### config.mk
export PLATFORM = sky130hd
export DESIGN_NAME = radix_string_converter_top
export DESIGN_NICKNAME = d
export VERILOG_FILES = /design/src/design/rsc_pkg.sv /design/src/design/rsc_ctrl.sv /design/src/design/rsc_dp.sv /design/src/design/radix_string_converter_top.sv
export SDC_FILE = /design/constraint.sdc
export NUM_CORES = 1
export LEC_CHECK = 0
export CAP_MARGIN = 20
export CORE_MARGIN = 2
export CORE_UTILIZATION = 29
export DETAILED_ROUTE_END_ITERATION = 8
export DONT_BUFFER_PORTS = 1
export GPL_ROUTABILITY_DRIVEN = 0
export HOLD_SLACK_MARGIN = 0.12
export MAX_ROUTING_LAYER = met4
export PLACE_DENSITY = 0.51
export SYNTH_ARGS = -nofsm -noshare
export SYNTH_HDL_FRONTEND = slang
export SYNTH_SLANG_ARGS = --single-unit
### constraint.sdc
create_clock -name clock -period 6.36 [get_ports clock]
set_clock_uncertainty 0.2 [all_clocks]
set_input_delay 0 -clock clock [delete_from_list [all_inputs] [get_ports clock]]
set_output_delay 0 -clock clock [all_outputs]
set_load 0.03 [all_outputs]
### src/design/rsc_pkg.sv
`timescale 1ns / 1ps
// ----------------------------------------------------------------------------
// rsc_pkg: shared types and constants of the radix string converter
// Payload structs, status codes, register indexes, character codes and the
// command/status bundles between controller and datapath.
// ----------------------------------------------------------------------------
package rsc_pkg;

   localparam int CFG_W     = 6;
   localparam int CSR_IDX_W = 1;
   localparam int DIGIT_W   = 6;

   localparam logic [CSR_IDX_W-1:0] CSR_IN_BASE  = 1'b0;
   localparam logic [CSR_IDX_W-1:0] CSR_OUT_BASE = 1'b1;

   localparam logic [CFG_W-1:0] BASE_MIN   = 6'd2;
   localparam logic [CFG_W-1:0] BASE_MAX   = 6'd36;
   localparam logic [CFG_W-1:0] BASE_RESET = 6'd10;

   // digit value given to a character that is not alphanumeric
   localparam logic [DIGIT_W-1:0] NOT_A_DIGIT = 6'd36;

   localparam logic [7:0] CHAR_ZERO    = 8'h30;
   localparam logic [7:0] CHAR_NINE    = 8'h39;
   localparam logic [7:0] CHAR_UPPER_A = 8'h41;
   localparam logic [7:0] CHAR_UPPER_Z = 8'h5A;
   localparam logic [7:0] CHAR_LOWER_A = 8'h61;
   localparam logic [7:0] CHAR_LOWER_Z = 8'h7A;
   localparam logic [7:0] CHAR_NONE    = 8'h00;

   localparam logic [1:0] STATUS_OK       = 2'd0;
   localparam logic [1:0] STATUS_BAD_DIGIT = 2'd1;
   localparam logic [1:0] STATUS_OVERFLOW  = 2'd2;

   typedef struct packed {
      logic [7:0] digit_char;
      logic       end_of_number;
   } req_type;

   typedef struct packed {
      logic [7:0] out_char;
      logic       last_digit;
      logic [1:0] status;
   } rsp_type;

   // controller to datapath
   typedef struct packed {
      logic accept;       // capture item, product and digit value
      logic fold;         // add digit into accumulator, update flags
      logic div_load;     // start division of the accumulator
      logic div_restart;  // start division of the previous quotient
      logic div_step;     // one restoring division step
      logic store_digit;  // write remainder to digit store
      logic rd_issue;     // read digit store at the read index
      logic push_digit;   // load output register with a digit
      logic push_error;   // load output register with an error item
      logic clear;        // clear number state
   } cmd_type;

   // datapath to controller
   typedef struct packed {
      logic end_flag;
      logic bad_seen;
      logic ovf_seen;
      logic div_last;
      logic quot_zero;
      logic count_full;
      logic rd_last;
      logic out_free;
   } stat_type;

endpackage

### src/design/rsc_ctrl.sv
`timescale 1ns / 1ps
// ----------------------------------------------------------------------------
// rsc_ctrl: sequencing controller of the radix string converter
// Steps each character through capture and fold, then runs the division,
// digit store and emission sequence at the end of a number.
// ----------------------------------------------------------------------------
module rsc_ctrl (
   input  logic              clock,
   input  logic              reset,
   input  logic              req_valid,
   output logic              req_stall,
   input  rsc_pkg::stat_type stat,
   output rsc_pkg::cmd_type  cmd
);
   import rsc_pkg::*;

   typedef enum logic [7:0] {
      ST_IDLE  = 8'b0000_0001,
      ST_FOLD  = 8'b0000_0010,
      ST_CHECK = 8'b0000_0100,
      ST_DIV   = 8'b0000_1000,
      ST_STORE = 8'b0001_0000,
      ST_READ  = 8'b0010_0000,
      ST_PUSH  = 8'b0100_0000,
      ST_ERROR = 8'b1000_0000
   } state_type;

   state_type state_ff, state_in;

   assign req_stall = (state_ff != ST_IDLE);

   always_comb begin
      state_in = state_ff;
      cmd      = '0;
      case (state_ff)
         ST_IDLE: begin
            if (req_valid) begin
               cmd.accept = 1'b1;
               state_in   = ST_FOLD;
            end
         end
         ST_FOLD: begin
            cmd.fold = 1'b1;
            state_in = stat.end_flag ? ST_CHECK : ST_IDLE;
         end
         ST_CHECK: begin
            if (stat.bad_seen || stat.ovf_seen) begin
               state_in = ST_ERROR;
            end else begin
               cmd.div_load = 1'b1;
               state_in     = ST_DIV;
            end
         end
         ST_DIV: begin
            cmd.div_step = 1'b1;
            if (stat.div_last) begin
               state_in = ST_STORE;
            end
         end
         ST_STORE: begin
            cmd.store_digit = 1'b1;
            if (stat.quot_zero) begin
               state_in = ST_READ;
            end else if (stat.count_full) begin
               state_in = ST_ERROR;
            end else begin
               cmd.div_restart = 1'b1;
               state_in        = ST_DIV;
            end
         end
         ST_READ: begin
            cmd.rd_issue = 1'b1;
            state_in     = ST_PUSH;
         end
         ST_PUSH: begin
            if (stat.out_free) begin
               cmd.push_digit = 1'b1;
               if (stat.rd_last) begin
                  cmd.clear = 1'b1;
                  state_in  = ST_IDLE;
               end else begin
                  state_in = ST_READ;
               end
            end
         end
         ST_ERROR: begin
            if (stat.out_free) begin
               cmd.push_error = 1'b1;
               cmd.clear      = 1'b1;
               state_in       = ST_IDLE;
            end
         end
         default: begin
            state_in = ST_IDLE;
         end
      endcase
   end

   always_ff @(posedge clock) begin
      if (reset) begin
         state_ff <= ST_IDLE;
      end else begin
         state_ff <= state_in;
      end
   end

`ifndef SYNTH
   a_accept_then_fold: assert property (@(posedge clock) disable iff (reset)
      cmd.accept |=> state_ff == ST_FOLD)
      else $error("accepted item not followed by fold");

   a_no_push_when_blocked: assert property (@(posedge clock) disable iff (reset)
      (cmd.push_digit || cmd.push_error) |-> stat.out_free)
      else $error("push while output register is blocked");
`endif

endmodule

### src/design/rsc_dp.sv
`timescale 1ns / 1ps
// ----------------------------------------------------------------------------
// rsc_dp: datapath of the radix string converter
// Base registers, multiply-add accumulator, restoring radix divider,
// digit store and the registered result output.
// ----------------------------------------------------------------------------
module rsc_dp #(
   parameter int VALUE_WIDTH = 32,
   parameter int MAX_DIGITS  = 32
) (
   input  logic                              clock,
   input  logic                              reset,
   input  logic                              csr_we,
   input  logic [rsc_pkg::CSR_IDX_W-1:0]     csr_index,
   input  logic [rsc_pkg::CFG_W-1:0]         csr_wdata,
   input  rsc_pkg::req_type                  req_data,
   input  rsc_pkg::cmd_type                  cmd,
   output rsc_pkg::stat_type                 stat,
   output logic                              rsp_valid,
   output rsc_pkg::rsp_type                  rsp_data,
   input  logic                              rsp_stall
);
   import rsc_pkg::*;

   localparam int PW = VALUE_WIDTH + CFG_W;          // product width
   localparam int AW = $clog2(MAX_DIGITS);           // digit store address
   localparam int CW = $clog2(MAX_DIGITS + 1);       // digit count
   localparam int SW = $clog2(VALUE_WIDTH);          // divider step count

   function automatic logic [CFG_W-1:0] clamp_base(input logic [CFG_W-1:0] b);
      logic [CFG_W-1:0] r;
      r = b;
      if (b < BASE_MIN) r = BASE_MIN;
      if (b > BASE_MAX) r = BASE_MAX;
      return r;
   endfunction

   function automatic logic [DIGIT_W-1:0] char_value(input logic [7:0] c);
      logic [DIGIT_W-1:0] r;
      r = NOT_A_DIGIT;
      if (c inside {[CHAR_ZERO:CHAR_NINE]}) begin
         r = DIGIT_W'(c - CHAR_ZERO);
      end else if (c inside {[CHAR_UPPER_A:CHAR_UPPER_Z]}) begin
         r = DIGIT_W'(c - CHAR_UPPER_A + 8'd10);
      end else if (c inside {[CHAR_LOWER_A:CHAR_LOWER_Z]}) begin
         r = DIGIT_W'(c - CHAR_LOWER_A + 8'd10);
      end
      return r;
   endfunction

   function automatic logic [7:0] value_char(input logic [DIGIT_W-1:0] d);
      logic [7:0] r;
      if (d < DIGIT_W'(10)) r = CHAR_ZERO + 8'(d);
      else                  r = CHAR_UPPER_A + 8'(d) - 8'd10;
      return r;
   endfunction

   // base registers
   logic [CFG_W-1:0] in_base_ff, out_base_ff;
   logic [CFG_W-1:0] ib, ob;

   // number state
   logic [VALUE_WIDTH-1:0] acc_ff;
   logic                   bad_ff, ovf_ff;
   logic [PW-1:0]          prod_ff;
   logic [DIGIT_W-1:0]     digit_ff;
   logic                   end_ff;
   logic [PW:0]            sum;

   // divider
   logic [VALUE_WIDTH-1:0] q_ff;
   logic [DIGIT_W-1:0]     rem_ff;
   logic [SW-1:0]          step_ff;
   logic [DIGIT_W:0]       rem_cat;
   logic                   rem_ge;

   // digit store
   logic [DIGIT_W-1:0]     digit_mem [MAX_DIGITS];
   logic [CW-1:0]          count_ff;
   logic [AW-1:0]          rd_idx_ff;
   logic [DIGIT_W-1:0]     rd_data_ff;

   // output register
   logic                   rsp_valid_ff, rsp_valid_in;
   rsp_type                rsp_ff;
   logic                   out_free;

   assign ib = clamp_base(in_base_ff);
   assign ob = clamp_base(out_base_ff);

   always_ff @(posedge clock) begin
      if (reset) begin
         in_base_ff  <= BASE_RESET;
         out_base_ff <= BASE_RESET;
      end else if (csr_we) begin
         case (csr_index)
            CSR_IN_BASE:  in_base_ff  <= csr_wdata;
            CSR_OUT_BASE: out_base_ff <= csr_wdata;
            default: ;
         endcase
      end
   end

   // capture: product of accumulator and base, digit value of the character
   always_ff @(posedge clock) begin
      if (cmd.accept) begin
         prod_ff  <= PW'(acc_ff) * PW'(ib);
         digit_ff <= char_value(req_data.digit_char);
         end_ff   <= req_data.end_of_number;
      end
   end

   assign sum = (PW + 1)'(prod_ff) + (PW + 1)'(digit_ff);

   always_ff @(posedge clock) begin
      if (reset) begin
         acc_ff <= '0;
         bad_ff <= 1'b0;
         ovf_ff <= 1'b0;
      end else if (cmd.clear) begin
         acc_ff <= '0;
         bad_ff <= 1'b0;
         ovf_ff <= 1'b0;
      end else if (cmd.fold) begin
         if (digit_ff >= ib) begin
            bad_ff <= 1'b1;
         end else if (!ovf_ff) begin
            if (|sum[PW:VALUE_WIDTH]) begin
               ovf_ff <= 1'b1;
            end else begin
               acc_ff <= sum[VALUE_WIDTH-1:0];
            end
         end
      end
   end

   // restoring division by out_base, one quotient bit per step
   assign rem_cat = {rem_ff, q_ff[VALUE_WIDTH-1]};
   assign rem_ge  = (rem_cat >= {1'b0, ob});

   always_ff @(posedge clock) begin
      if (cmd.div_load || cmd.div_restart) begin
         if (cmd.div_load) q_ff <= acc_ff;
         rem_ff  <= '0;
         step_ff <= SW'(VALUE_WIDTH - 1);
      end else if (cmd.div_step) begin
         q_ff    <= {q_ff[VALUE_WIDTH-2:0], rem_ge};
         rem_ff  <= rem_ge ? DIGIT_W'(rem_cat - {1'b0, ob}) : rem_cat[DIGIT_W-1:0];
         step_ff <= step_ff - SW'(1);
      end
   end

   // digit store, least significant digit first
   always_ff @(posedge clock) begin
      if (cmd.store_digit) begin
         digit_mem[count_ff[AW-1:0]] <= rem_ff;
      end
      if (cmd.rd_issue) begin
         rd_data_ff <= digit_mem[rd_idx_ff];
      end
   end

   always_ff @(posedge clock) begin
      if (reset) begin
         count_ff <= '0;
      end else if (cmd.clear || cmd.div_load) begin
         count_ff <= '0;
      end else if (cmd.store_digit) begin
         count_ff <= count_ff + CW'(1);
      end
   end

   always_ff @(posedge clock) begin
      if (cmd.store_digit) begin
         rd_idx_ff <= count_ff[AW-1:0];
      end else if (cmd.push_digit && rd_idx_ff != '0) begin
         rd_idx_ff <= rd_idx_ff - AW'(1);
      end
   end

   // output register
   assign out_free = !rsp_valid_ff || !rsp_stall;

   always_comb begin
      rsp_valid_in = rsp_valid_ff;
      if (cmd.push_digit || cmd.push_error) begin
         rsp_valid_in = 1'b1;
      end else if (!rsp_stall) begin
         rsp_valid_in = 1'b0;
      end
   end

   always_ff @(posedge clock) begin
      if (reset) begin
         rsp_valid_ff <= 1'b0;
      end else begin
         rsp_valid_ff <= rsp_valid_in;
      end
   end

   always_ff @(posedge clock) begin
      if (cmd.push_digit) begin
         rsp_ff.out_char   <= value_char(rd_data_ff);
         rsp_ff.last_digit <= (rd_idx_ff == '0);
         rsp_ff.status     <= STATUS_OK;
      end else if (cmd.push_error) begin
         rsp_ff.out_char   <= CHAR_NONE;
         rsp_ff.last_digit <= 1'b1;
         rsp_ff.status     <= bad_ff ? STATUS_BAD_DIGIT : STATUS_OVERFLOW;
      end
   end

   assign rsp_valid = rsp_valid_ff;
   assign rsp_data  = rsp_ff;

   assign stat.end_flag   = end_ff;
   assign stat.bad_seen   = bad_ff;
   assign stat.ovf_seen   = ovf_ff;
   assign stat.div_last   = (step_ff == '0);
   assign stat.quot_zero  = (q_ff == '0);
   assign stat.count_full = (count_ff == CW'(MAX_DIGITS - 1));
   assign stat.rd_last    = (rd_idx_ff == '0);
   assign stat.out_free   = out_free;

`ifndef SYNTH
   a_rem_below_base: assert property (@(posedge clock) disable iff (reset)
      cmd.div_step |=> rem_ff < ob)
      else $error("division remainder not below output base");

   a_clear_after_last: assert property (@(posedge clock) disable iff (reset)
      (cmd.push_error || (cmd.push_digit && rd_idx_ff == '0))
      |=> (count_ff == '0) && !bad_ff && !ovf_ff && (acc_ff == '0))
      else $error("number state not cleared after last item");

   a_count_in_range: assert property (@(posedge clock) disable iff (reset)
      cmd.store_digit |-> count_ff < CW'(MAX_DIGITS))
      else $error("digit store written beyond its depth");
`endif

endmodule

### src/design/radix_string_converter_top.sv
`timescale 1ns / 1ps
// ----------------------------------------------------------------------------
// radix_string_converter_top: ASCII radix converter, bases 2 to 36
// Folds digit characters of in_base into an accumulator and emits the value
// as upper-case digit characters of out_base, most significant first.
// ----------------------------------------------------------------------------
// Each input item is one ASCII digit character (0-9, A-Z or a-z), most
// significant first; end_of_number marks the final one. Each character is
// captured while accumulator * in_base is formed in the multiplier, then
// the fold step adds the digit and checks for overflow. Characters that
// do not end a number give no result. At the end of a number the block
// does the error check, then per output digit runs the bit-serial
// restoring divider (one quotient bit a cycle) and a store into the digit
// store; it then reads each digit back from the digit store and loads the
// output register with it; rsp_stall holds the output register and so
// pauses the read-back. No new item is taken until the last result of a
// number sits in the output register; that item then waits there while
// the next number streams in. An invalid character (not alphanumeric, or
// not below in_base) or an accumulator overflow turns the number into one
// item with out_char 0, last_digit 1 and status 1 or 2, invalid digit
// first; so does a value that needs more than MAX_DIGITS digits. Zero is
// emitted as '0'. Base registers below 2 act as 2, above 36 as 36; write
// them only while the block is idle.
// ----------------------------------------------------------------------------
module radix_string_converter_top #(
   parameter int VALUE_WIDTH = 32,
   parameter int MAX_DIGITS  = 32
) (
   input  logic                          clock,
   input  logic                          reset,
   // configuration write port
   input  logic                          csr_we,
   input  logic [rsc_pkg::CSR_IDX_W-1:0] csr_index,
   input  logic [rsc_pkg::CFG_W-1:0]     csr_wdata,
   // input items
   input  logic                          req_valid,
   output logic                          req_stall,
   input  rsc_pkg::req_type              req_data,
   // result items
   output logic                          rsp_valid,
   input  logic                          rsp_stall,
   output rsc_pkg::rsp_type              rsp_data
);
   import rsc_pkg::*;

   cmd_type  cmd;
   stat_type stat;

   // sequencing: capture, fold, check, divide, store, read back, push or error
   rsc_ctrl u_ctrl (
      .clock     (clock),
      .reset     (reset),
      .req_valid (req_valid),
      .req_stall (req_stall),
      .stat      (stat),
      .cmd       (cmd)
   );

   // accumulator, divider, digit store and output register
   rsc_dp #(
      .VALUE_WIDTH (VALUE_WIDTH),
      .MAX_DIGITS  (MAX_DIGITS)
   ) u_dp (
      .clock     (clock),
      .reset     (reset),
      .csr_we    (csr_we),
      .csr_index (csr_index),
      .csr_wdata (csr_wdata),
      .req_data  (req_data),
      .cmd       (cmd),
      .stat      (stat),
      .rsp_valid (rsp_valid),
      .rsp_data  (rsp_data),
      .rsp_stall (rsp_stall)
   );

endmodule
# Yosys cells after proc, flatten, opt, wreduce, memory -nomap -nowiden
# Memories as Yosys holds them, arrays and structs flattened. A register that Yosys moved wholly into a read port is not among the register bits.
# Index checks and enable logic that the tools add are counted.
[word_totals]
in_bits = 21
memories = 1
ff_bits = 165
word_cells = 145
mem_bits_rw = 192
out_inout_bits = 13
[classes]
add_sub_neg = 13
eq_ne = 16
muxes = 51
n_bitwise = 4
n_reduce_logical = 28
n_mul = 1
magnitude_cmp = 13
[memory_table]
columns = ["name", "depth", "width", "read_ports", "rd_ports_with_merged_regs", "wr", "line", "text"]
rows = [
  ["u_dp.digit_mem", 32, 6, 1, 1, 1, "rsc_dp.sv:78", "logic [DIGIT_W-1:0] digit_mem [MAX_DIGITS];"],
]
[op_table]
columns = ["cell", "count"]
rows = [
  ["$mux W32", 3],
  ["$mux W8", 8],
  ["$pmux W8 S8", 1],
  ["$mux W6", 9],
  ["$add A38 B6 Y39", 1],
  ["$mul A32 B6 Y38", 1],
  ["$logic_not A32 Y1", 1],
  ["$mux W1", 22],
  ["$mux W11", 2],
  ["$ge A8 B7 Y1 const B", 2],
  ["$le A8 B7 Y1 const B", 2],
  ["$add A6 B4 Y6 const B", 2],
  ["$gt A6 B6 Y1 const B", 2],
  ["$lt A6 B2 Y1 const B", 2],
  ["$sub A6 B6 Y6 const B", 2],
  ["$logic_not A5 Y1", 2],
  ["$mux W5", 2],
  ["$reduce_and A2 Y1", 5],
  ["$sub A5 B1 Y5 const B", 2],
  ["$add A7 B6 Y8 const A", 1],
  ["$eq A8 B1 Y1 const B", 1],
  ["$eq A8 B2 Y1 const B", 1],
  ["$eq A8 B3 Y1 const B", 1],
  ["$eq A8 B4 Y1 const B", 1],
  ["other kinds (30)", 50],
]

# Logic depth before layout (Yosys ltp)
# Gate-level depths: netlist of the first run.
[depth]
depth_word = 7
ltp_mapped = 21
ltp_nobuf = 19

# Modules after synthesis
# From an unflattened synthesis of the first run, not the netlist that was laid out.
[hier_totals]
cells_unflattened = 1909
area_unflattened_um2 = 22142.5
[modules_own_cells]
columns = ["module", "instances", "area_each_um2", "cells_each"]
rows = [
  ["rsc_dp", 1, 21516.9, 1838],
  ["rsc_ctrl", 1, 625.6, 71],
]

# Least setup slack after synthesis of the first run
# No wires, ideal clock.
[synth_timing]
path_type = "register to register"
start = "register u_dp.in_base_ff[5]"
end = "register u_dp.prod_ff[33], data pin"
setup_ps = 262
t_required_ps = 5898
path_slack_ps = 946
stages_incl_launch_ff = 20
arrival_time_ps = 4952
path_cell_list = "dfxtp_1 > clkbuf_1 > inv_1 > maj3_1 > clkbuf_1 > and2_1 > fa_1 > fa_1 > inv_1 > fa_1 > inv_1 > ha_1 > nand2_1 > or3_1 > a211oi_1 > a21oi_1 > o31a_1 > o21ai_1 > a211oi_1 > xnor2_1"
[synth_between]
elab_chain_len = 4
[synth_rtl]
columns = ["element", "line", "text"]
rows = [
  ["from (decl)", "rsc_dp.sv:59", "logic [CFG_W-1:0] in_base_ff, out_base_ff;"],
  ["from (signal assigned)", "rsc_dp.sv:97", "CSR_IN_BASE: in_base_ff <= csr_wdata;"],
  ["$lt A6 B2 Y1", "rsc_dp.sv:33", "if (b < BASE_MIN) r = BASE_MIN;"],
  ["$mux W6", "rsc_dp.sv:33", ""],
  ["$mux W6 (*)", "rsc_dp.sv:34", "if (b > BASE_MAX) r = BASE_MAX;"],
  ["$mul A32 B6 Y38 (*)", "rsc_dp.sv:107", "prod_ff <= PW'(acc_ff) * PW'(ib);"],
  ["to (signal assigned)", "rsc_dp.sv:107", ""],
  ["to (decl)", "rsc_dp.sv:65", "logic [PW-1:0] prod_ff;"],
]
# Every way passes the cells marked *; elsewhere a longest branch is shown, timed or not.
# A chain may end at the register's enable or synchronous reset.

# Worst setup path after layout of the first run
[layout_timing]
start = "register u_dp.in_base_ff[2]"
end = "register u_dp.prod_ff[31], data pin"
# Same word-level chain as after synthesis.

==> impl_results.md, run 1 <==
* Netlist cell types at 79
* Pins Over Slew Limit at 0
* Crit path capture: u_dp.prod_ff[31]$_DFFE_PP_
* Worst path depth at 19
* Post-Place Cells at 2820
* Pleak at 0.00995 uW
* Slew HR at 36.7%
* RSZ-0062 raised after global routing: no
* Antenna cells at 0
* Yosys Warn Count at 0
* Core area at 0.0746 mm2
* H-Tree Depth at 2
* Clock power share at 43.0%
* ANT nets after route at 0
* Max Fclk at 166 MHz
* Syn Inst Count at 1898
* Crit path largest cell delay at 0.55 ns
* Layout Cells excl Fill at 2940
* Die area at 0.0776 mm2
* Critical path peak fanout at 30
* Sequential share of power at 48.7%
* Cell taking the most area after synthesis: edfxtp_1
* Syn avg cell area at 11.5 um2
* Crit-path leading delay family: adder cells
* Remaining DRCs at 0
* Sequential share of the synthesized area at 46.3%
* R2r endpoint: u_dp.prod_ff[31]$_DFFE_PP_
* Detail Placement HPWL at 38600 um
* Largest net degree at the start of global routing at 51
* Synth area leaders: edfxtp_1, fa_1, dfxtp_1
* Root buffer cell: clkbuf_16
* PnR worst setup slack at 0.349 ns
* Number of global-route vias before repair at 14910
* Initial antenna violation count at 1
* Cell Int Power at 4230 uW
* Port buffer count at 0
* Number of clock sinks at 362
* Switching Share at 24.5%
* Slowest cell on crit path: fa_1
* First-pass GRT wire length at 85900 um
* Share of layout cells above drive strength 1 at 9.44%
* Die Wd at 279 um
* Clk slew on worst S/H paths at 0.06 ns
* Overall routed net length at 53800 um
* Critical R2R Launch: u_dp.in_base_ff[2]$_SDFFE_PP0P_
* Reg2reg setup slack at 0.35 ns
* Starting Density at 29.3%
* Setup violators final at 0
* Synth top area share at 39.6%
* PD cells at 225 mW/mm2
* Crit start category: flop
* WS Path Type: flop to flop
* Total power draw at 5590 uW
* Vias/cell at 4.79
* Critical Path Start: u_dp.in_base_ff[2]$_SDFFE_PP0P_
* EDFF count, synth at 288
* Ys async rst share at 0%
* Most common cell after layout, fill and taps aside: edfxtp_1
* Critical Path RT at 6.59 ns
* Vias at 14082
* Die height at 279 um
* Skew-Pair Late Insertion Delay at 0.57 ns
* Mapped Area at 0.0219 mm2
* Crit path top cell by count: fa_1
* VDD IR max at 0.177 mV
* Deepest clock path buffer count at 3
* Rows at 100
* Fin crit share at 94.5%
* CTS tree: yes
* Avg WL per Cell at 18.3 um
* Yosys reg bits at 362
* Worst Hold Class: primary input to flop
* Comb power frac at 8.3%
* Max cap viols at 0
* Total grt overflow at 0
* Crit end category: flop
* Slew @ Worst Pin at 0.950 ns
* Num CTS Buffers at 40
* Area grow syn2layout at 13.6%
* Primary FF master, synth: edfxtp_1
* Initial DRC count at 869
* Crit-path cells: nor3_1 -> mux2i_2 -> buf_4 -> and3_1 -> fa_1 -> inv_1 -> fa_1 -> fa_1 -> inv_1 -> ha_1 -> a21oi_1 -> nand2b_1 -> o21ai_1 -> nand4_1 -> a21oi_2 -> o31a_1 -> o21ai_1 -> or4_1 -> nand4_1
* Syn Nets at 2122
* Outcome: completed
* Sw power at 1370 uW
* Crit path DAT at 6.24 ns
* Gr usage total at 14.6%
* Fin. Hold Viols at 0
* Final Critical Period at 6.01 ns
* Critical path buffer and inverter count at 3
* Setup TNS at 0 ns
* Cells on worst reg2reg path at 19
* Boundary Pins at 34
* Post-layout nets at 2163
* Post-CTS setup buffer count at 0
* Leading cell types in the layout, fill and taps excluded: edfxtp_1, nand2_1, inv_1
* DP Worst Slack at 0.103 ns
* DRT Pass-1 Iters at 5
## flip-flops by register name, summed over array words and instances, names as in the netlist, 8 cells and up
signal	flops
u_dp.digit_mem	192
u_dp.prod_ff	38
u_dp.acc_ff	32
u_dp.q_ff	32
u_dp.rsp_data	10
u_ctrl.state_ff	8
## cells by family after synthesis
group | count (synthesis) | share of synthesized area (%)
mux | 107 | 8.37
compound gates | 192 | 5.71
fa+ha+maj | 204 | 15.9
flops | 362 | 46.3
simple gates | 685 | 15.7
other cells | 1 | 0.0172
xor+xnor | 74 | 2.97
buf+inv | 273 | 4.96
## per-layer routing
metal	vias up	routed length (um)	track usage, %
li1	6640	-	-
met1	7094	24200	18.7
met2	270	26000	24.1
met3	78	2230	2.13
met4	0	1320	4.12
met5	-	0	-
## synthesized netlist by cell type (6+ instances only)
cell	count
mux4_2	60
or2_2	7
ha_1	80
inv_1	200
or3_1	7
nor2_1	147
nand3b_1	7
nand4_1	13
o211ai_1	8
buf_1	7
xor2_1	25
clkbuf_1	55
mux2_2	7
a21oi_1	60
edfxtp_1	288
a21o_1	14
a211oi_1	15
fa_1	123
and3_1	38
o21a_1	9
nor3_1	20
buf_2	6
nand2b_1	15
mux2i_1	40
nor4_1	18
and2_1	113
nor2b_1	46
o21ai_0	37
dfxtp_1	74
nand2_1	208
xnor2_1	49
nand3_1	21
## metrics by stage
step | cell area, um2 | hold WS (ns) | utilization [%]
3_5_place_dp | 23000 | -0.124 | 30.8
3_3_place_gp | 23000 | -0.124 | 30.8
4_1_cts | 24800 | 0.125 | 33.2
5_1_grt | 24800 | 0.131 | 33.3
6_report | 24800 | 0.0817 | 33.3
2_1_floorplan | 21900 | -0.101 | -
## how the worst min path moves through the flow
stage	startpoint	end	depth (start not counted)
6_report	reset	u_ctrl.state_ff[7]$_SDFFE_PP0P_	2
5_1_grt	reset	u_ctrl.state_ff[7]$_SDFFE_PP0P_	2
4_1_cts	csr_we	u_dp.out_base_ff[3]$_SDFFE_PP1P_	3
3_5_place_dp	reset	u_dp.rsp_valid$_SDFFE_PP0P_	1
3_3_place_gp	reset	u_dp.rsp_valid$_SDFFE_PP0P_	1
2_1_floorplan	req_data[0]	u_dp.end_ff$_DFFE_PP_	0
## timing repair
action / in CTS / in global routing
gates resized for setup: 0 / 3
hold endpoints to repair: 125 / 0
setup endpoints to repair: 0 / 5
hold buffers: 44 / 0
## power by group through the flow
stage	combinational, uW	clock, uW	sequential, uW
2_1_floorplan	296	0	2760
3_3_place_gp	427	0	2780
3_5_place_dp	435	0	2780
4_1_cts	466	2470	2730
5_1_grt	518	2560	2740
6_report	463	2400	2730
## area by class of cell
type	instances	area, um2
clock buffers	51	1070
clock inverters	23	282
fillers	7450	49700
inverters	201	754
multi-input cells	1263	10700
flip-flops and latches	362	10100
well taps	969	1210
repair buffers	71	683
## worst reg2reg max path, stage by stage, from the launching register on
cell      delay, ns
dfxtp_1        0.35
nor3_1         0.40
mux2i_2        0.27
buf_4          0.33
and3_1         0.23
fa_1           0.42
inv_1          0.08
fa_1           0.44
fa_1           0.55
inv_1          0.04
ha_1           0.33
a21oi_1        0.32
nand2b_1       0.10
o21ai_1        0.28
nand4_1        0.17
a21oi_2        0.34
o31a_1         0.32
o21ai_1        0.19
or4_1          0.42
nand4_1        0.09
No activity file was read; power rests on OpenSTA's default activity.
==> inputs of run 2 (changes only) <==
SYNTH_HIERARCHICAL = 1   (was not set)
==> impl_results.md, run 2 <==
* CTS tree: yes
* Number of global-route vias before repair at 14859
* DP Worst Slack at -0.0896 ns
* Cell taking the most area after synthesis: edfxtp_1
* Final instance area at 0.0252 mm2
* Yosys Warn Count at 6
* Max Fclk at 165 MHz
* Crit-path leading delay family: adder cells
* Most common cell after layout, fill and taps aside: edfxtp_1
* Overall routed net length at 52000 um
* Post-synthesis simple-gate area fraction at 16.0%
* Largest family of logic cells by synthesized area: simple AND/OR/NAND/NOR gates
* Yosys reg bits at 362
* Flip-flop count of the largest register after layout at 192
* Fin Hold WS at 0.165 ns
* Pins Over Slew Limit at 0
* PnR worst setup slack at 0.283 ns
* Area grow syn2layout at 13.8%
* Switching Share at 25.5%
* Number of clock sinks at 362
* DRT Pass-1 Iters at 5
* Post-Place Cells at 2839
* Final Critical Period at 6.08 ns
* Initial antenna violation count at 0
* Clk slew on worst S/H paths at 0.06 ns
* Vias at 14082
* Rows at 101
* Initial DRC count at 888
* Antenna cells at 0
* WS Path Type: flop to flop
* Synth area leaders: edfxtp_1, fa_1, dfxtp_1
* Ys async rst share at 0%
* H-Tree Depth at 2
* Slowest cell on crit path: fa_1
* Netlist cell types at 83
* Outcome: completed
* Critical Path RT at 6.46 ns
* Die Wd at 280 um
* Deepest clock path buffer count at 3
* Slew @ Worst Pin at 1.00 ns
* Port buffer count at 0
* First-pass GRT wire length at 84900 um
* Mux cell area share after synthesis at 8.45%
* Cell Area, Placed at 0.0233 mm2
* Crit-path cells: or2_2 -> nor2_1 -> mux2i_2 -> buf_12 -> and2_1 -> nand2_1 -> fa_1 -> fa_1 -> fa_1 -> inv_1 -> ha_1 -> a211o_1 -> a211oi_2 -> nor3_1 -> nor3_2 -> buf_4 -> o31ai_2 -> o311ai_1 -> buf_4 -> o2111ai_1 -> o211a_1 -> xor2_1
* Remaining DRCs at 0
* Share of layout cells above drive strength 1 at 10.4%
* Avg WL per Cell at 17.6 um
* Top-count cell post-synth: edfxtp_1
* Crit start category: flop
* Post-Synth Adder-Cell Area at 15.7%
* EDFF count, synth at 288
* Layout Cells excl Fill at 2959
* Post-Synth XOR/XNOR Area at 3.12%
* Pleak at 0.00988 uW
* Crit end category: flop
* Boundary Pins at 34
* Crit path DAT at 6.18 ns
* Gr usage total at 14.1%
* Max cap viols at 0
* Die area at 0.0786 mm2
* ANT nets after route at 0
* Skew-Pair Late Insertion Delay at 0.57 ns
* Synth top area share at 39.1%
* Starting Density at 29.2%
* RSZ-0062 raised after global routing: no
* Detail Placement HPWL at 36900 um
* Compound-gate portion of the synthesized area at 6.07%
* Leading cell types in the layout, fill and taps excluded: edfxtp_1, inv_1, nand2_1
* Syn avg cell area at 11.6 um2
* Num CTS Buffers at 41
* Post-synth top cells: edfxtp_1, inv_1, nand2_1
* Mapped Area at 0.0221 mm2
* Syn Nets at 2133
* Syn Inst Count at 1909
* Root buffer cell: clkbuf_16
* Fin. Hold Viols at 0
* Sequential share of power at 47.7%
* Fin crit share at 95.6%
* Core area at 0.0758 mm2
* Total power draw at 5820 uW
* Cell Int Power at 4340 uW
* Comb power frac at 10.0%
* Largest net degree at the start of global routing at 50
* Crit path largest cell delay at 0.55 ns
* Slew HR at 32.8%
* Post-layout nets at 2172
* Crit path top cell by count: fa_1
* Critical path peak fanout at 32
* Sequential share of the synthesized area at 45.7%
* Total grt overflow at 0
* Setup violators final at 0
* Worst Hold Class: primary input to flop
* Die height at 280 um
* VDD IR max at 0.184 mV
* Sw power at 1480 uW
* PD cells at 231 mW/mm2
* Critical path buffer and inverter count at 4
* Clock power share at 42.3%
* Primary FF master, synth: edfxtp_1
* Vias/cell at 4.76
run 2: cell count changes after synthesis, sizes merged, moves of 5 or more:
cell,delta
nand2b,+5
and3,+5
and2,+19
o21a,-5
nor4,-5
a21o,+8
a21oi,-7
o21ai,-5
nand2,-36
run 2: worst min-delay path, stage by stage:
cell	delay, ns
a31oi_1	0.08
nand2_1	0.07
o21ai_1	0.06
dlygate4sd3_1	0.54
run 2: power groups by stage:
stage	registers (uW)	clock network [uW]	logic [uW]
after floorplan	2810	0	391
after global placement	2830	0	551
after detailed placement	2830	0	560
after CTS	2780	2540	592
after global routing	2790	2640	658
final	2780	2460	583
run 2: what timing repair did:
action	CTS	global route
pin swaps	0	1
setup endpoints to repair	1	10
hold buffers	43	0
hold endpoints to repair	118	0
buffers inserted	0	1
gates resized for setup	1	6
run 2: cells by family (layout without fill, tap and decap cells):
group / after synthesis / after routing
other: 1 / 1
muxes: 111 / 111
buffers and inverters: 277 / 349
AOI/OAI and AO/OA: 195 / 195
xor gates and xnor gates: 79 / 79
DFF: 362 / 362
and+or+nand+nor: 680 / 680
adders and majority gates: 204 / 204
run 2: per-layer routing:
metal	part of all wire [%]	vias up	GRT usage, %
met5	0	-	-
met4	1.9	0	3.54
met3	3.4	59	1.79
met2	49	244	23.2
met1	46	7085	18.3
li1	-	6694	-
run 2: worst paths after layout:
| check | start | endpoint | slack [ns] | cells past startpoint |
|---|---|---|---|---|
| hold reg to reg | u_dp/in_base_ff[3]$_SDFFE_PP1P_ | u_dp/in_base_ff[3]$_SDFFE_PP1P_ | 0.28 | 1 |
| setup / recovery | u_dp/in_base_ff[4]$_SDFFE_PP0P_ | u_dp/prod_ff[36]$_DFFE_PP_ | 0.28 | 22 |
| setup reg to reg | u_dp/in_base_ff[4]$_SDFFE_PP0P_ | u_dp/prod_ff[36]$_DFFE_PP_ | 0.28 | 22 |
| hold / removal | req_data[2] | u_dp/digit_ff[3]$_DFFE_PP_ | 0.17 | 4 |
run 2: area by class of cell:
cell class / count / area (um2)
fillers: 7585 / 50600
repair buffers: 72 / 698
inverters: 201 / 754
clock inverters: 20 / 231
well taps: 978 / 1220
clock buffers: 56 / 1170
multi-input cells: 1270 / 11000
flip-flops and latches: 362 / 10100
run 2: through the flow:
step | TNS, ns | util, %
floorplan | 0 | -
global placement | 0 | 30.8
detailed placement | -0.0896 | 30.8
CTS | 0 | 33.2
global route | 0 | 33.2
finish | 0 | 33.2
==> inputs of run 3 (changes only) <==
CORE_MARGIN = not set   (was 2)
PLACE_DENSITY = not set   (was 0.51)
PLACE_DENSITY_LB_ADDON = 0.2   (was not set)
==> impl_results.md, run 3 (synthesis results as in run 2) <==
* Crit path largest cell delay at 0.53 ns
* Flip-flop count of the largest register after layout at 192
* Port buffer count at 0
* Avg WL per Cell at 18.1 um
* Hold Crit Start: req_data[2]
* Cells on worst reg2reg path at 20
* PD cells at 227 mW/mm2
* Post-CTS setup buffer count at 0
* Area grow syn2layout at 13.5%
* RSZ-0062 raised after global routing: no
* Clock power share at 41.1%
* Critical Path RT at 6.48 ns
* Fin crit share at 94.0%
* Vias/cell at 4.79
* Deepest clock path buffer count at 3
* Total grt overflow at 0
* Number of clock sinks at 362
* Remaining DRCs at 0
* Num CTS Buffers at 42
* Slowest cell on crit path: fa_1
* Clk slew on worst S/H paths at 0.06 ns
* ANT nets after route at 0
* H-Tree Depth at 2
* Worst path depth at 20
* Register area at 0.0101 mm2
* Setup TNS at 0 ns
* R2r endpoint: u_dp/prod_ff[37]$_DFFE_PP_
* Boundary Pins at 34
* Final Critical Period at 5.98 ns
* Setup violators final at 0
* Slew HR at 34.1%
* Outcome: completed
* Leading cell types in the layout, fill and taps excluded: edfxtp_1, inv_1, nand2_1
* Crit-path cells: or2_2 -> nor2_1 -> mux2i_2 -> buf_12 -> and3_1 -> fa_1 -> fa_1 -> inv_1 -> fa_1 -> inv_1 -> ha_1 -> a21oi_1 -> a21oi_1 -> a2111oi_2 -> a21oi_1 -> o31ai_1 -> buf_4 -> a21oi_1 -> o41ai_1 -> xnor2_1
* Number of fill cells in the layout at 7358
* Die area at 0.0775 mm2
* Vias at 14119
* Detail Placement HPWL at 37500 um
* Hold EP: u_dp/digit_ff[3]$_DFFE_PP_
* WS Path Type: flop to flop
* Pleak at 0.00986 uW
* Max cap viols at 0
* Share of layout cells above drive strength 1 at 9.79%
* Crit path top cell by count: a21oi_1
* Cell Int Power at 4220 uW
* DRT Pass-1 Iters at 5
* Overall routed net length at 53500 um
* Gr usage total at 14.6%
* Critical R2R Launch: u_dp/in_base_ff[3]$_SDFFE_PP1P_
* Die Wd at 278 um
* VDD IR max at 0.191 mV
* Skew-Pair Late Insertion Delay at 0.58 ns
* Starting Density at 29.5%
* Crit path DAT at 6.10 ns
* Comb power frac at 10.3%
* Post-layout nets at 2173
* Initial antenna violation count at 1
* Largest net degree at the start of global routing at 52
* Sequential share of power at 48.7%
* Total power draw at 5710 uW
* Pins Over Slew Limit at 0
* Slew @ Worst Pin at 0.985 ns
* Reg2reg setup slack at 0.38 ns
* Sw power at 1490 uW
* Critical path peak fanout at 32
* Rows at 100
* CTS tree: yes
* Crit end category: flop
* Most common cell after layout, fill and taps aside: edfxtp_1
* Hold path cells at 4
* Core area at 0.0749 mm2
* Root buffer cell: clkbuf_16
* Initial DRC count at 792
* Crit start category: flop
* Crit-path leading delay family: adder cells
* Antenna cells at 0
* Max Fclk at 167 MHz
* Switching Share at 26.2%
* Worst Hold Class: primary input to flop
* Critical path buffer and inverter count at 4
* Multi-input gate area at 0.0110 mm2
* First-pass GRT wire length at 85900 um
* Die height at 278 um
* Number of global-route vias before repair at 14815
* Fin. Hold Viols at 0
==> run 3: cell count changes in the layout (fill, tap and decap cells not counted), sizes merged, moves of 2 or more <==
| cell | change |
|---|---|
| clkbuf | -6 |
| clkinv | +13 |
| inv | -4 |
| clkinvlp | -2 |
| dlygate4sd3 | +2 |
| buf | -2 |
==> run 3: cell type report <==
| class | instances | area share [%] |
|---|---|---|
| multi-input combinational | 1270 | 43.6 |
| sequential | 362 | 40.3 |
| tap | 969 | 4.83 |
| clock buffer | 50 | 4.30 |
| timing repair buffer | 72 | 3.01 |
| inverter | 201 | 3.00 |
| clock inverter | 26 | 0.911 |
==> run 3: timing repair <==
item,in CTS,in global routing
hold buffers,45,0
setup endpoints to repair,0,8
resized for setup,0,3
endpoints found under the hold margin,113,0
==> run 3: worst register-to-register path: cells and delay by family, from the launching register on <==
family | cells | cell delay, ns
adder cells (fa/ha/maj) | 4 | 1.82
AO/OA/AOI/OAI | 7 | 1.75
AND/OR/NAND/NOR | 3 | 0.75
buffers and inverters | 4 | 0.48
flip-flops | 1 | 0.32
multiplexers | 1 | 0.31
XOR/XNOR | 1 | 0.11
==> run 3: how the worst max path moves through the flow <==
stage	slack [ns]	endpoint	startpoint
floorplan	0.77	u_dp/prod_ff[37]$_DFFE_PP_	u_dp/in_base_ff[3]$_SDFFE_PP1P_
global placement	0.19	u_dp/prod_ff[36]$_DFFE_PP_	u_dp/in_base_ff[3]$_SDFFE_PP1P_
detailed placement	0.19	u_dp/prod_ff[37]$_DFFE_PP_	u_dp/in_base_ff[3]$_SDFFE_PP1P_
CTS	0.18	u_dp/prod_ff[37]$_DFFE_PP_	u_dp/in_base_ff[3]$_SDFFE_PP1P_
global route	0.07	u_dp/prod_ff[34]$_DFFE_PP_	u_dp/in_base_ff[3]$_SDFFE_PP1P_
finish	0.38	u_dp/prod_ff[37]$_DFFE_PP_	u_dp/in_base_ff[3]$_SDFFE_PP1P_
==> run 3: power groups by stage <==
stage	logic, uW	registers (uW)	clock network (uW)
2_1_floorplan	391	2810	0
3_3_place_gp	548	2830	0
3_5_place_dp	554	2840	0
4_1_cts	585	2790	2430
5_1_grt	652	2790	2510
6_report	586	2780	2340
==> run 3: per-stage QoR <==
stage	hold slack, ns	utilization [%]	setup slack (ns)	cell area (um2)	std cells
floorplan	-0.131	-	0.766	22100	1909
global placement	-0.119	31.1	0.194	23300	2827
detailed placement	-0.118	31.1	0.190	23300	2827
CTS	0.130	33.4	0.185	25100	2948
global route	0.199	33.5	0.0726	25100	2950
finish	0.164	33.5	0.379	25100	2950
==> run 3: layer usage <==
| layer | GRT usage, % | share of wire, % | up-vias |
|---|---|---|---|
| met5 | - | 0 | - |
| met4 | 3.98 | 2.2 | 0 |
| met3 | 1.90 | 2.9 | 77 |
| met2 | 23.7 | 47 | 194 |
| met1 | 19.2 | 47 | 7150 |
| li1 | - | - | 6698 |
